==> src/rtl/core/ddpq_ram.sv <==
// ddpq_ram: generic single-write, single-read synchronous ram with registered read
// no dependencies

module ddpq_ram #(
	parameter int WIDTH = 8,
	parameter int DEPTH = 16
) (
	input  logic                     clk,
	input  logic                     we,
	input  logic [$clog2(DEPTH)-1:0] waddr,
	input  logic [WIDTH-1:0]         wdata,
	input  logic                     re,
	input  logic [$clog2(DEPTH)-1:0] raddr,
	output logic [WIDTH-1:0]         rdata
);

	logic [WIDTH-1:0] mem [DEPTH];

	always_ff @(posedge clk) begin
		if (we) begin
			mem[waddr] <= wdata;
		end
		if (re) begin
			rdata <= mem[raddr];
		end
	end

endmodule

==> config.mk <==
export PLATFORM = sky130hd
export DESIGN_NAME = ddpq_ram
export DESIGN_NICKNAME = d
export VERILOG_FILES = /design/src/rtl/core/ddpq_ram.sv
export SDC_FILE = /design/constraint.sdc
export NUM_CORES = 1
export LEC_CHECK = 0
export BUFFER_PORTS_ARGS = -buffer_cell sky130_fd_sc_hd__buf_2
export CORE_ASPECT_RATIO = 0.7
export CORE_MARGIN = 4
export CORE_UTILIZATION = 36
export CTS_CLUSTER_DIAMETER = 80
export DETAILED_ROUTE_END_ITERATION = 10
export HOLD_SLACK_MARGIN = 0.12
export PLACE_DENSITY = 0.48
export SLEW_MARGIN = 5
export SYNTH_ARGS = -nofsm -noshare
export SYNTH_HDL_FRONTEND = slang
export SYNTH_SLANG_ARGS = --single-unit
export TNS_END_PERCENT = 1
==> constraint.sdc <==
create_clock -name clk -period 2.25 [get_ports clk]
set_clock_uncertainty 0.05 [all_clocks]
set_input_delay 0.1125 -clock clk [delete_from_list [all_inputs] [get_ports clk]]
set_output_delay 0.1125 -clock clk [all_outputs]
set_load 0.005 [all_outputs]
Yosys cells after proc, flatten, opt, wreduce, memory -nomap -nowiden
Memories as Yosys holds them, arrays and structs flattened. A register that Yosys moved wholly into a read port is not among the register bits.
Index checks and enable logic that the tools add are counted.
W data, S select, Z words.
- mux-type cells: 2
- operators with widths (kind ; count):
    $mux W1 ; 2
- register bits after elaboration: 0
- memory bits (writable): 128
- input port bits: 19
- output and inout port bits: 8
- word-level logic and storage cells: 3
- memories kept: 1
- memory list (name ; words ; width ; rd ports ; clocked after memory_dff ; write ports ; line ; source):
    mem ; 16 ; 8 ; 1 ; 1 ; 1 ; 17 ; logic [WIDTH-1:0] mem [DEPTH];

Depth between registers and ports, before layout
- depth in word-level cells: 2
- depth in mapped cells: 5
- gate-level depth less buffers: 3

Worst setup path before layout
Ideal clock, no wire load.
- path kind: in2reg
- start point: input waddr[2]
- end point: memory mem[0][0], enable pin
- setup time: 0.383 ns
- arrival: 1.222 ns
- data required time: 1.817 ns
- path slack: 0.595 ns
- stages on the path: 2
- path buffers: 0
- cells stage by stage: or3b_2 -> nor3_1
- RTL lines (item ; line ; source):
    start, declared ; 10 ; input logic [$clog2(DEPTH)-1:0] waddr,
    end, declared ; 17 ;
No word-level cell before the write port.

==> results.toml <==
[timing]
final_critical_path_setup_slack_ps = 705
final_max_slew_viol_count = 0
setup-violations-final = 0
maxClockFrequency_mhz = 647
timing.setup.tns_ps = 0
rsz0062_at_grt = "no"
tightestPinTransition_ps = 805
slew_headroom_pct = 46.1
timing.final.hold_violations = 0
minimum_period_implied_by_the_final_worst_setup_slack_ps = 1550
finalCritPeriodShare_pct = 68.7

[setup_path]
reg2reg_slack_ps = 700
crit_fanout = 1
critical_path.reg2reg.endpoint = "rdata[2]"
worstReg2RegStart = "mem[9][2]"
critical_path_arrival_ps = 1650
timing.setup.critical_path_class = "flip-flop to flip-flop"
worst_ep_required_time_ps = 2350
worst-r2r-cell-count = 3
worstSetupStartpointType = "flip-flop"
timing.critical_path.from = "mem[9][2]"
worst_setup_path_end_kind = "flip-flop"

[min_path]
min_delay_path_depth = 3
timing.hold.worst.start = "waddr[0]"
holdPathEnd = "mem[12][6]"
hold_path.class = "input pin to flip-flop"

[global_route]
grt_pass1_wl_microns = 16200
vias_in_the_first_global_route = 2505
pin_count_of_the_biggest_net_entering_global_routing = 33
track_usage_pct = 13.8
global_route.overflow_total = 0
grt_antenna_before_repair = 0

[drt]
antenna_left = 0
via_to_cell_ratio = 4.99
drt_iter0_drc = 207
route.vias.total = 2486
totalWireLength_microns = 10700
drt_pass1_iterations = 4
drc = 0
post_drt_wl_per_cell_microns = 21.5

[clock_tree]
ctsRootBufferMaster = "sky130_fd_sc_hd__clkbuf_16"
cts.clk_slew.worst_paths_ps = 60
htree_num_levels = 4
cts.sink_count = 136
cts-root-to-sink-buffers = 2
insertion_delay_ps = 410
numCtsBuffers = 17
tritoncts = "done"
post_cts_resized = 0

[logic_synthesis]
synth_top_cell_by_area = "sky130_fd_sc_hd__edfxtp_1"
synth_most_common_cell = "sky130_fd_sc_hd__edfxtp_1"
mappedNetlistArea_sq_mm = 0.00523
synth_area_per_cell_sq_um = 22.8
netlist_instances = 229
synth_enable_flop_cells = 136
synth_ff_type = "sky130_fd_sc_hd__edfxtp_1"
synth_async_sr_flop_share_pct = 0
synth_top_cell_area_share_pct = 78.1
ys_warn_count = 0
post_synth_num_cell_types = 18
synth.net_count = 248
synth.top_cells.by_area = "sky130_fd_sc_hd__edfxtp_1 (78%), sky130_fd_sc_hd__mux4_2 (7.8%), sky130_fd_sc_hd__mux4_1 (7.0%)"
number_of_flip_flops_and_latches_in_the_synthesized_netlist = 136
ys_seq_area_share_pct = 78.1
most_used_standard_cells_in_the_synthesized_netlist = "sky130_fd_sc_hd__edfxtp_1 (136), sky130_fd_sc_hd__mux4_2 (18), sky130_fd_sc_hd__a22oi_1 (16), sky130_fd_sc_hd__mux4_1 (14), sky130_fd_sc_hd__nor2_1 (13)"

[power_and_ir_drop]
pwr-share-clk_pct = 50.1
power_leakage_uw = 0.00219
power.internal_uw = 5150
seqPwrFrac_pct = 45.6
vdd_ir_drop_max_uv = 472
power_density_mw_per_mm2 = 976
power.share.switching_pct = 18.3
netSwitchingPower_uw = 1150
comb_power_share_pct = 4.3

[finish]
antenna_cells = 0
share_of_post_route_cells_with_drive_strength_above_1_pct = 31.2
final_cell_area_sq_mm = 0.00646
layout-area-overhead-vs-synth_pct = 23.5
layout.area.seq_sq_mm = 0.00408
nNetsFinal = 314
multiInputGateArea_sq_mm = 0.00106
n_fill_cell = 1185
layoutNonFillerInstCount = 498

[placed_design]
placed_cells_incl_taps = 457
pre_cts_ws_ps = 394
post-dp-hpwl_microns = 7020
port_buffers = 26
final_weighted_congestion_in_routability_driven_placement = 0.691
placement.cell_area_sq_mm = 0.00569

[floorplan]
start_util_pct = 37.2
die_y_microns = 109
coreArea_sq_mm = 0.0141
die_w_microns = 152
dieArea_sq_mm = 0.0165
fp-row-count = 36
num_io_pins = 27

[outcome]
outcome = "finished clean"

[run]
maxCapViolCount = 0
[critical path, stage by stage (launching register included)]
cell                       delay [ps]
sky130_fd_sc_hd__edfxtp_1         360
sky130_fd_sc_hd__mux4_1           530
sky130_fd_sc_hd__a22oi_1          270
sky130_fd_sc_hd__nand2_1           80
[final cells by class]
type | count | share of cell area, %
Clock inverter | 15 | 3.95
Clock buffer | 17 | 6.59
Timing Repair Buffer | 57 | 6.16
Multi-Input combinational cell | 83 | 16.4
Tap cell | 190 | 3.68
Sequential cell | 136 | 63.2
[stage by stage]
step / power [uW] / hold WS [ps] / util (%)
2_1_floorplan: 3060 / 161 / -
3_3_place_gp: 3190 / 453 / 40.5
3_5_place_dp: 3190 / 456 / 40.5
4_1_cts: 6370 / 193 / 45.9
5_1_grt: 6520 / 222 / 45.9
6_report: 6300 / 218 / 45.9
[state kept, by name, indices dropped and copies added (netlist names)]
signal,cells
mem,128
rdata,8
[worst max-delay path by stage]
stage / end / slack (ps)
after global placement: rdata[3] / 440
after floorplan: mem[0][0] / 590
after CTS: rdata[2] / 700
final: rdata[2] / 700
after detailed placement: rdata[2] / 390
after global routing: rdata[0] / 660
[metal layers]
metal  up-vias  part of all wire, %  GRT usage, %
met5         -                    0             0
met4         0                 0.43          5.20
met3         7                  4.6          3.57
met2        69                   43          19.5
met1      1287                   52          20.8
li1       1123                    -             -
[cell usage in the layout, fill, tap and decap left out, drive strengths merged]
| cell | count |
|---|---|
| buf | 48 |
| nor2b | 1 |
| nor2 | 13 |
| and2b | 1 |
| bufinv | 7 |
| mux4 | 32 |
| a22oi | 16 |
| nand2 | 9 |
| clkbuf | 17 |
| nand3 | 1 |
| edfxtp | 136 |
| clkinvlp | 2 |
| dlygate4sd3 | 9 |
| nand2b | 2 |
| nor3 | 4 |
| clkinv | 6 |
| nand3b | 2 |
| and2 | 1 |
| or3b | 1 |
[power groups by stage]
stage	Sequential (uW)	Combinational, uW	Clock [uW]
after floorplan	2920	144	0
after global placement	2920	264	0
after detailed placement	2930	268	0
after CTS	2870	280	3210
after global routing	2880	300	3340
final	2870	274	3160
[logic make-up after synthesis]
group,after synthesis,synth area share (%)
DFF,136,78.1
and+or+nand+nor,35,3.14
muxes,32,14.8
AOI/OAI and AO/OA,16,2.30
buffers and inverters,10,1.65
[repair_timing]
item | 4_1_cts | 5_1_grt
hold endpoints to repair | 136 | 0
setup buffers | 0 | 0
hold buffers | 9 | 0
Power figures use the tool's default switching activity.
